[src/hdl/fpa_pkg.sv]
package fpa_pkg;

  localparam int PARTITION_COUNT_DEF = 4;
  localparam int PARTITION_BYTES_DEF = 256;

  // field widths
  localparam int PID_W      = 16;
  localparam int REQ_SIZE_W = 16;
  localparam int STATUS_W   = 3;
  localparam int INDEX_W    = 2;
  localparam int SIZE_W     = 9;

  // stream widths and field positions
  localparam int S_TDATA_W   = 32;
  localparam int S_TUSER_W   = 1;
  localparam int S_PID_LSB   = 0;
  localparam int S_SIZE_LSB  = 16;
  localparam int M_TDATA_W   = 16;
  localparam int M_TUSER_W   = 3;
  localparam int M_INDEX_LSB = 0;
  localparam int M_SIZE_LSB  = 2;

  localparam logic REQ_ALLOC = 1'b0;
  localparam logic REQ_FREE  = 1'b1;

  typedef enum logic [STATUS_W-1:0] {
    ST_ALLOCATED = 3'd0,
    ST_TOO_LARGE = 3'd1,
    ST_NO_FREE   = 3'd2,
    ST_FREED     = 3'd3,
    ST_NOT_FOUND = 3'd4
  } status_t;

  // controller to datapath
  typedef struct packed {
    logic start;
    logic scan;
    logic commit;
    logic load_out;
  } dp_cmd_t;

  // datapath to controller
  typedef struct packed {
    logic too_large;
    logic rd_valid;
    logic hit;
    logic last;
  } dp_stat_t;

endpackage

[src/hdl/fixed_partition_allocator.sv]
// fixed partition allocator, first fit over equal-sized partitions
// input channel s_*: one request per transfer, s_tuser carries the request kind
//   (0 allocate, 1 free), s_tdata the owner id and the requested byte count
// output channel m_*: exactly one result transfer per request, in request order,
//   m_tuser carries the status, m_tdata the partition index and the freed size
// the controller walks the table one partition per cycle through a
//   registered read port, up to the partition that decides the request; an
//   oversized allocate is decided before any partition is read
// one request is in work at a time: the next is taken only once the result
//   of the last has been moved to the output register
// the output register decouples the sides: a new request is taken while an
//   earlier result still waits, and a further result is held back until the
//   receiver has taken the waiting one
// reset clears the occupied marks, the controller and the output valid; the
//   owner and size stores need no clearing as they are used only for occupied entries
module fixed_partition_allocator import fpa_pkg::*; #(
  parameter int PARTITION_COUNT = PARTITION_COUNT_DEF,
  parameter int PARTITION_BYTES = PARTITION_BYTES_DEF
) (
  input  logic                 clk,
  input  logic                 rst,
  input  logic                 s_tvalid,
  output logic                 s_tready,
  input  logic [S_TDATA_W-1:0] s_tdata,   // [15:0] owner_id, [31:16] req_size
  input  logic [S_TUSER_W-1:0] s_tuser,   // [0] req_type
  output logic                 m_tvalid,
  input  logic                 m_tready,
  output logic [M_TDATA_W-1:0] m_tdata,   // [1:0] partition_index, [10:2] freed_size, zero pad
  output logic [M_TUSER_W-1:0] m_tuser    // [2:0] status
);

  dp_cmd_t            cmd;
  dp_stat_t           stat;
  status_t            out_status;
  logic [INDEX_W-1:0] out_index;
  logic [SIZE_W-1:0]  out_size;

  // sequencing of accept, walk, commit and output hand-off
  fpa_ctrl u_ctrl (
    .clk      (clk),
    .rst      (rst),
    .s_tvalid (s_tvalid),
    .s_tready (s_tready),
    .m_tvalid (m_tvalid),
    .m_tready (m_tready),
    .cmd      (cmd),
    .stat     (stat)
  );

  // partition table, compare and result registers
  fpa_datapath #(
    .PARTITION_COUNT (PARTITION_COUNT),
    .PARTITION_BYTES (PARTITION_BYTES)
  ) u_dp (
    .clk        (clk),
    .rst        (rst),
    .cmd        (cmd),
    .stat       (stat),
    .in_type    (s_tuser[0]),
    .in_pid     (s_tdata[S_PID_LSB +: PID_W]),
    .in_size    (s_tdata[S_SIZE_LSB +: REQ_SIZE_W]),
    .out_status (out_status),
    .out_index  (out_index),
    .out_size   (out_size)
  );

  // result packing, unused upper bits held at zero
  assign m_tdata = {{(M_TDATA_W - INDEX_W - SIZE_W){1'b0}}, out_size, out_index};
  assign m_tuser = out_status;

endmodule

[src/hdl/fpa_datapath.sv]
module fpa_datapath import fpa_pkg::*; #(
  parameter int PARTITION_COUNT = PARTITION_COUNT_DEF,
  parameter int PARTITION_BYTES = PARTITION_BYTES_DEF
) (
  input  logic                  clk,
  input  logic                  rst,
  input  dp_cmd_t               cmd,
  output dp_stat_t              stat,
  input  logic                  in_type,
  input  logic [PID_W-1:0]      in_pid,
  input  logic [REQ_SIZE_W-1:0] in_size,
  output status_t               out_status,
  output logic [INDEX_W-1:0]    out_index,
  output logic [SIZE_W-1:0]     out_size
);

  localparam int IDX_W = (PARTITION_COUNT > 1) ? $clog2(PARTITION_COUNT) : 1;
  localparam int CNT_W = $clog2(PARTITION_COUNT + 1);

  logic [PID_W-1:0]  owner_mem [PARTITION_COUNT];
  logic [SIZE_W-1:0] size_mem  [PARTITION_COUNT];
  logic [PARTITION_COUNT-1:0] occupied;

  logic                  req_type;
  logic [PID_W-1:0]      req_pid;
  logic [REQ_SIZE_W-1:0] req_size;

  logic [CNT_W-1:0]  scan_idx;
  logic              scan_in_range;
  logic              rd_valid;
  logic              rd_occ;
  logic [PID_W-1:0]  rd_owner;
  logic [SIZE_W-1:0] rd_size;
  logic [IDX_W-1:0]  rd_pos;

  logic              too_large;
  logic              hit;
  status_t           res_status;
  logic [INDEX_W-1:0] res_index;
  logic [SIZE_W-1:0]  res_size;
  status_t            pend_status;
  logic [INDEX_W-1:0] pend_index;
  logic [SIZE_W-1:0]  pend_size;

  assign scan_in_range = scan_idx < CNT_W'(PARTITION_COUNT);
  assign too_large     = (req_type == REQ_ALLOC) && (req_size > REQ_SIZE_W'(PARTITION_BYTES));
  assign hit = (req_type == REQ_ALLOC) ? !rd_occ : (rd_occ && (rd_owner == req_pid));

  assign stat.too_large = too_large;
  assign stat.rd_valid  = rd_valid;
  assign stat.hit       = hit;
  assign stat.last      = rd_pos == IDX_W'(PARTITION_COUNT - 1);

  // request capture
  always_ff @(posedge clk) begin
    if (cmd.start) begin
      req_type <= in_type;
      req_pid  <= in_pid;
      req_size <= in_size;
    end
  end

  // walk over the partitions, read data registered
  always_ff @(posedge clk) begin
    if (rst) begin
      scan_idx <= '0;
      rd_valid <= 1'b0;
    end else if (cmd.start) begin
      scan_idx <= '0;
      rd_valid <= 1'b0;
    end else if (cmd.scan) begin
      rd_valid <= scan_in_range;
      if (scan_in_range) begin
        scan_idx <= scan_idx + 1'b1;
      end
    end
  end

  always_ff @(posedge clk) begin
    if (cmd.scan && scan_in_range) begin
      rd_owner <= owner_mem[scan_idx[IDX_W-1:0]];
      rd_size  <= size_mem[scan_idx[IDX_W-1:0]];
      rd_occ   <= occupied[scan_idx[IDX_W-1:0]];
      rd_pos   <= scan_idx[IDX_W-1:0];
    end
  end

  // table update
  always_ff @(posedge clk) begin
    if (cmd.commit && !too_large && hit && (req_type == REQ_ALLOC)) begin
      owner_mem[rd_pos] <= req_pid;
      size_mem[rd_pos]  <= req_size[SIZE_W-1:0];
    end
  end

  always_ff @(posedge clk) begin
    if (rst) begin
      occupied <= '0;
    end else if (cmd.commit && !too_large && hit) begin
      occupied[rd_pos] <= (req_type == REQ_ALLOC);
    end
  end

  // result selection
  always_comb begin
    res_index = '0;
    res_size  = '0;
    if (too_large) begin
      res_status = ST_TOO_LARGE;
    end else if (hit) begin
      res_index = INDEX_W'(rd_pos);
      if (req_type == REQ_ALLOC) begin
        res_status = ST_ALLOCATED;
      end else begin
        res_status = ST_FREED;
        res_size   = rd_size;
      end
    end else begin
      res_status = (req_type == REQ_ALLOC) ? ST_NO_FREE : ST_NOT_FOUND;
    end
  end

  always_ff @(posedge clk) begin
    if (cmd.commit) begin
      pend_status <= res_status;
      pend_index  <= res_index;
      pend_size   <= res_size;
    end
  end

  always_ff @(posedge clk) begin
    if (cmd.load_out) begin
      out_status <= pend_status;
      out_index  <= pend_index;
      out_size   <= pend_size;
    end
  end

endmodule

[src/hdl/fpa_ctrl.sv]
module fpa_ctrl import fpa_pkg::*; (
  input  logic     clk,
  input  logic     rst,
  input  logic     s_tvalid,
  output logic     s_tready,
  output logic     m_tvalid,
  input  logic     m_tready,
  output dp_cmd_t  cmd,
  input  dp_stat_t stat
);

  typedef enum logic [2:0] {
    IDLE = 3'b001,
    SCAN = 3'b010,
    EMIT = 3'b100
  } ctl_state_t;

  ctl_state_t state, state_next;
  logic decide;
  logic out_free;

  assign decide   = stat.too_large || (stat.rd_valid && (stat.hit || stat.last));
  assign out_free = !m_tvalid || m_tready;
  assign s_tready = state == IDLE;

  assign cmd.start    = (state == IDLE) && s_tvalid;
  assign cmd.scan     = state == SCAN;
  assign cmd.commit   = (state == SCAN) && decide;
  assign cmd.load_out = (state == EMIT) && out_free;

  always_comb begin
    state_next = state;
    unique case (state)
      IDLE: if (s_tvalid) state_next = SCAN;
      SCAN: if (decide) state_next = EMIT;
      EMIT: if (out_free) state_next = IDLE;
      default: state_next = IDLE;
    endcase
  end

  always_ff @(posedge clk) begin
    if (rst) begin
      state    <= IDLE;
      m_tvalid <= 1'b0;
    end else begin
      state <= state_next;
      if (cmd.load_out) begin
        m_tvalid <= 1'b1;
      end else if (m_tready) begin
        m_tvalid <= 1'b0;
      end
    end
  end

endmodule

[config.mk]
export PLATFORM = sky130hd
export DESIGN_NAME = fixed_partition_allocator
export DESIGN_NICKNAME = d
export VERILOG_FILES = /design/src/hdl/fpa_pkg.sv /design/src/hdl/fixed_partition_allocator.sv /design/src/hdl/fpa_datapath.sv /design/src/hdl/fpa_ctrl.sv
export SDC_FILE = /design/constraint.sdc
export NUM_CORES = 1
export LEC_CHECK = 0
export ABC_CLOCK_PERIOD_IN_PS = 3700
export BUFFER_PORTS_ARGS = -buffer_cell sky130_fd_sc_hd__buf_2
export CORE_MARGIN = 8
export CORE_UTILIZATION = 45
export DETAILED_ROUTE_END_ITERATION = 10
export PLACE_DENSITY = 0.64
export SYNTH_ARGS = -nofsm -noshare
export SYNTH_HDL_FRONTEND = slang
export SYNTH_SLANG_ARGS = --single-unit
[constraint.sdc]
create_clock -name clk -period 3.7 [get_ports clk]
set_clock_uncertainty 0.1 [all_clocks]
set_input_delay 0.74 -clock clk [delete_from_list [all_inputs] [get_ports clk]]
set_output_delay 0.74 -clock clk [all_outputs]
set_load 0.01 [all_outputs]
; After elaboration in Yosys (flattened, before gate mapping)
; Memory sizes are Yosys's and may differ from the RTL's. A register that Yosys moved wholly into a read port is not among the register bits.
; Cells that the tools add are included.
[totals]
n_memories = 2
wordCells = 74
output_inout_bits = 21
input_bits = 37
ff_bits = 76
ramBits = 100
[mem_list]
columns = memory, words, width, rd, rd_ports_with_merged_regs, wr, line_no
row1 = u_dp.owner_mem, 4, 16, 1, 1, 1, fpa_datapath.sv:20  ; logic [PID_W-1:0] owner_mem [PARTITION_COUNT];
row2 = u_dp.size_mem, 4, 9, 1, 1, 1, fpa_datapath.sv:21  ; logic [SIZE_W-1:0] size_mem [PARTITION_COUNT];
[op_classes]
order_cmp = 5
mux = 17
addsub = 1
n_reduce_logical = 23
bitwise_logic = 2
eq_ne = 8
[op_table]
columns = op, count
row1 = 16-bit equality test, 1
row2 = "16-bit by 9-bit greater-than comparator with 1-bit output, second input constant", 1
row3 = 3-bit two-way mux, 5
row4 = 1-bit logical AND, 11
row5 = 3-bit case mux with 3 select lines, 1
row6 = 1-bit two-way mux, 7
row7 = "2-bit by 3-bit less-than comparator with 1-bit output, second input constant", 2
row8 = 4-bit bitwise mux, 1
row9 = "2-bit != test, second input constant", 2
row10 = 2-bit OR reduction, 2
row11 = "3-bit by 1-bit adder with 3-bit output, second input constant", 1
row12 = "3-bit by 1-bit equality test with 1-bit output, second input constant", 1
row13 = "3-bit by 2-bit equality test with 1-bit output, second input constant", 1
row14 = "3-bit equality test, second input constant", 1
row15 = 1-bit zero test, 3
row16 = 1-bit logical OR, 3
row17 = "3-bit less-than comparator, second input constant", 1
row18 = 3-bit AND reduction, 1
row19 = 3-bit OR reduction, 1
row20 = 1-bit binary-select mux with 2-bit select, 1
row21 = 1-bit demux with 2-bit select, 1
row22 = "2-bit equality test, second input constant", 1
row23 = "2-bit by 1-bit greater-or-equal comparator with 1-bit output, second input constant", 1
row24 = 2-bit two-way mux, 1
row25 = other kinds (4), 5

; Depth between registers and ports, before layout
[depth]
depth_word = 12
ltp_mapped = 6
ltp_nobuf = 5

; Hierarchy
; A second synthesis with hierarchy kept.
[hier_totals]
cells_unflattened = 356
area_unflattened_um2 = 7338.3
[by_module_without_submodules]
columns = module, seq_area_each_um2, instances, cells_each, area_each_um2
row1 = fpa_datapath, 5835.6, 1, 325, 7074.3
row2 = fpa_ctrl, 80.1, 1, 25, 222.7
row3 = fixed_partition_allocator, 0.0, 1, 6, 41.3

; Worst setup path after synthesis
; No wires, ideal clock.
[synth_path]
path_type = input -> register
startpoint = input port s_tvalid
endpoint = register u_dp.scan_idx[0]
path_slack_ns = -0.147
t_required_ns = 3.482
arrival_ns = 3.630
cell_stages = 4
cell_sequence = nand2_1 -> nor3_1 -> or2_2 -> nor2_1
[synth_lines]
columns = element, line_no
row1 = "start, declared", fixed_partition_allocator.sv:22  ; input logic s_tvalid,
row2 = "end signal, assigned", fpa_datapath.sv:74  ; scan_idx <= scan_idx + 1'b1;
row3 = "end, declared", fpa_datapath.sv:28  ; logic [CNT_W-1:0] scan_idx;

; Worst setup path after layout
[layout_path]
startpoint = register u_dp.req_pid[15]
endpoint = register u_dp.pend_size[1] (data pin)
[layout_between]
elab_chain_cells = 5
[layout_lines]
columns = element, line_no
row1 = "start, declared", fpa_datapath.sv:25  ; logic [PID_W-1:0] req_pid;
row2 = "start signal, assigned", fpa_datapath.sv:58  ; req_pid <= in_pid;
row3 = 16-bit equality test, fpa_datapath.sv:47  ; assign hit = (req_type == REQ_ALLOC) ? !rd_occ : (rd_occ && (rd_owner == req_pid));
row4 = 1-bit logical AND, fpa_datapath.sv:47
row5 = 1-bit two-way mux, fpa_datapath.sv:47
row6 = 1-bit inverter (no line), --
row7 = 3-bit OR reduction (no line), --
row8 = "end signal, assigned", fpa_datapath.sv:127  ; pend_size <= res_size;
row9 = "end, declared", fpa_datapath.sv:43  ; logic [SIZE_W-1:0] pend_size;
; No other way between the ends.
; A chain may end at the register's enable or synchronous reset.

==> impl_metrics.toml <==
[pwr]
powerDensity_nw_per_um2 = 558
vdd_drop_max_v = 0.000274
p_leak_nw = 2.82
finalPower_mw = 4.81

[grt]
grt.total_usage_pct = 12.8
grt_pass1_vias = 3615
grt_max_degree = 32
antenna_found_initial = 0
grt_pass1_wl_mm = 20.0
grt.overflow.total = 0

[sta]
fmax_mhz = 370
slew_headroom_pct = 22.0
period_share_pct = 73.1
finalSetupViolCount = 0
drv_slew = 0
whs_ns = 0.318
finalHoldViolCount = 0
rsz0062_at_grt = "no"
tightest_slew_ns = 1.16
tns_ns = 0
setup_ws_ns = 0.994
period_minus_slack_ns = 2.71

[status]
outcome = "finished clean"

[route]
drc = 0
antenna_left = 0
wire_per_inst_um = 19.4
drt_pass1_iterations = 4
drtIter0Drc = 246
finalWirelength_mm = 12.7
vias_per_cell = 5.10
vias = 3345

[floorplanning]
io_pins = 58
core_um2 = 15900
dieArea_um2 = 20500
die_h_um = 143
start_util_pct = 45.9
rows = 46
die_x_um = 143

[placement]
dp_hpwl_mm = 7.74
gp_congestion = 0.770
dp_slack_ns = 0.870
io_buffers = 52

[finish]
diodes = 0
area_growth_pct = 18.0
nets = 462
drive_above_1_share_pct = 31.8

[worst_setup_path]
reg2reg_depth = 5
rrSetupSlack_ns = 0.99
cp_data_arrival_time_ns = 2.95
critPathMaxFanout = 13
startpoint = "u_dp.req_pid[15]"
cp.required_ns = 3.95
r2r_end = "u_dp.pend_size[1]"
end_kind = "register"
path_class = "register to register"
startpoint_type = "register"
r2r_start = "u_dp.req_pid[15]"

[clock_network]
clkLatencyLatePin_ns = 0.49
clockBufferDepth = 3
ctsResizeCount = 0
postCtsHoldBufs = 0
cts_made_buffers = 22
clk_pin_slew_ns = 0.06
clock-root-buffer = "clkbuf_16"
htree_levels = 1
cts_setup_buffers = 0
cts_tree = "yes"
clock-sinks = 201

[synthesis]
yosys_warnings = 0
synth_cell_types = 38
avgSynthCellArea_um2 = 21.0
ys_seq_elements = 201
synth.cell_area_um2 = 7290
yosysSeqAreaShare_pct = 81.1
netlist_instances = 348

[hold_path]
hold_path_class = "register to register"
min_from = "u_dp.pend_size[0]"
min_to = "u_dp.out_size[0]"
min_path_cells = 0

[job]
maxCapViolCount = 0
==> through the flow <==
step	util [%]	std cells	cell area, um2
5_1_grt	54.2	656	8610
6_report	54.2	656	8610
4_1_cts	54.2	656	8610
3_5_place_dp	49.6	616	7870
2_1_floorplan	-	352	7310
3_3_place_gp	49.6	616	7870
==> cells in the final DEF (no fill, tap or decap), types with 3 or more instances in the layout <==
cell type,n
edfxtp_1,189
buf_4,7
a211oi_1,4
xnor2_1,13
clkbuf_16,23
a21oi_1,12
dfxtp_1,11
nor4_1,3
o21a_1,3
clkbuf_8,6
xor2_1,4
nor2_1,11
conb_1,5
nor4_2,3
clkinv_2,7
nor2b_1,3
buf_2,52
nand2_1,8
and2_1,14
mux4_2,26
==> report_power, final <==
part	internal (mW)	total, mW	switching [mW]
sequential	2.52	2.56	0.0379
combinational	0.0408	0.0914	0.0506
clock	1.32	2.15	0.833
==> kinds of logic (layout without fill, tap and decap cells) <==
family	Yosys count	in the layout	synth area share, %
mux	26	26	8.03
other cells	1	5	0.0514
xor+xnor	17	17	2.04
buf+inv	15	103	1.13
flops	201	201	81.1
fa+ha+maj	1	1	0.172
compound gates	28	28	2.56
simple gates	59	59	4.91
==> worst max-delay path by stage <==
stage,slack [ns],depth (start not counted),to
after floorplan,0.95,4,u_dp.scan_idx[0]
after detailed placement,0.87,5,u_dp.pend_size[1]
after global routing,0.75,5,u_dp.pend_index[0]
final,0.99,5,u_dp.pend_size[1]
after CTS,0.87,5,u_dp.pend_index[0]
after global placement,0.98,5,u_dp.pend_size[5]
==> layout make-up <==
class                      count  area (um2)
clock buffer                  30         662
clock inverter                10        76.3
fill                        1248        7280
inverter                       2        7.51
multi-input combinational    136        1320
sequential                   201        5920
tap                          216         270
timing repair buffer          61         353
==> cell usage after synthesis, drive strengths merged <==
cell type | n | area, um2
a211oi | 5 | 42.5
a21oi | 12 | 60.1
a311oi | 1 | 8.76
a31o | 1 | 8.76
a32o | 1 | 10.0
and2 | 14 | 87.6
buf | 11 | 67.6
clkbuf | 2 | 7.51
conb | 1 | 3.75
dfxtp | 12 | 240
edfxtp | 189 | 5680
ha | 1 | 12.5
inv | 2 | 7.51
mux4 | 26 | 586
nand2 | 8 | 30.0
nand2b | 1 | 6.26
nand3 | 3 | 20.0
nand4 | 2 | 12.5
nor2 | 12 | 45.0
nor2b | 3 | 18.8
nor3 | 2 | 10.0
nor3b | 3 | 27.5
nor4 | 6 | 56.3
o21a | 3 | 22.5
o21ai | 2 | 10.0
o21bai | 2 | 15.0
o32ai | 1 | 8.76
or2 | 2 | 12.5
or3 | 2 | 22.5
or3b | 1 | 8.76
xnor2 | 13 | 114
xor2 | 4 | 35.0
==> state kept, by name (all words and copies together), names as in the netlist, 4 cells and up <==
register        cells
u_dp.occupied       4
u_dp.out_size       9
u_dp.owner_mem     64
u_dp.pend_size      9
u_dp.rd_owner      16
u_dp.rd_size        9
u_dp.req_pid       16
u_dp.req_size      16
u_dp.size_mem      36
==> worst max-delay path: stages (launching register included) <==
cell	delay (ns)
edfxtp_1	0.47
xor2_1	0.21
nor4_2	0.37
nand3_2	0.19
nor4_2	0.97
and2_1	0.26
==> routing by layer <==
metal,up-vias,GRT usage (%),part of all wire [%]
met1,1718,15.6,42
li1,1536,-,-
met4,0,4.81,2.1
met2,68,22.1,52
met3,23,2.32,4.2
met5,-,0,0
(Power assumes the default switching activity.)
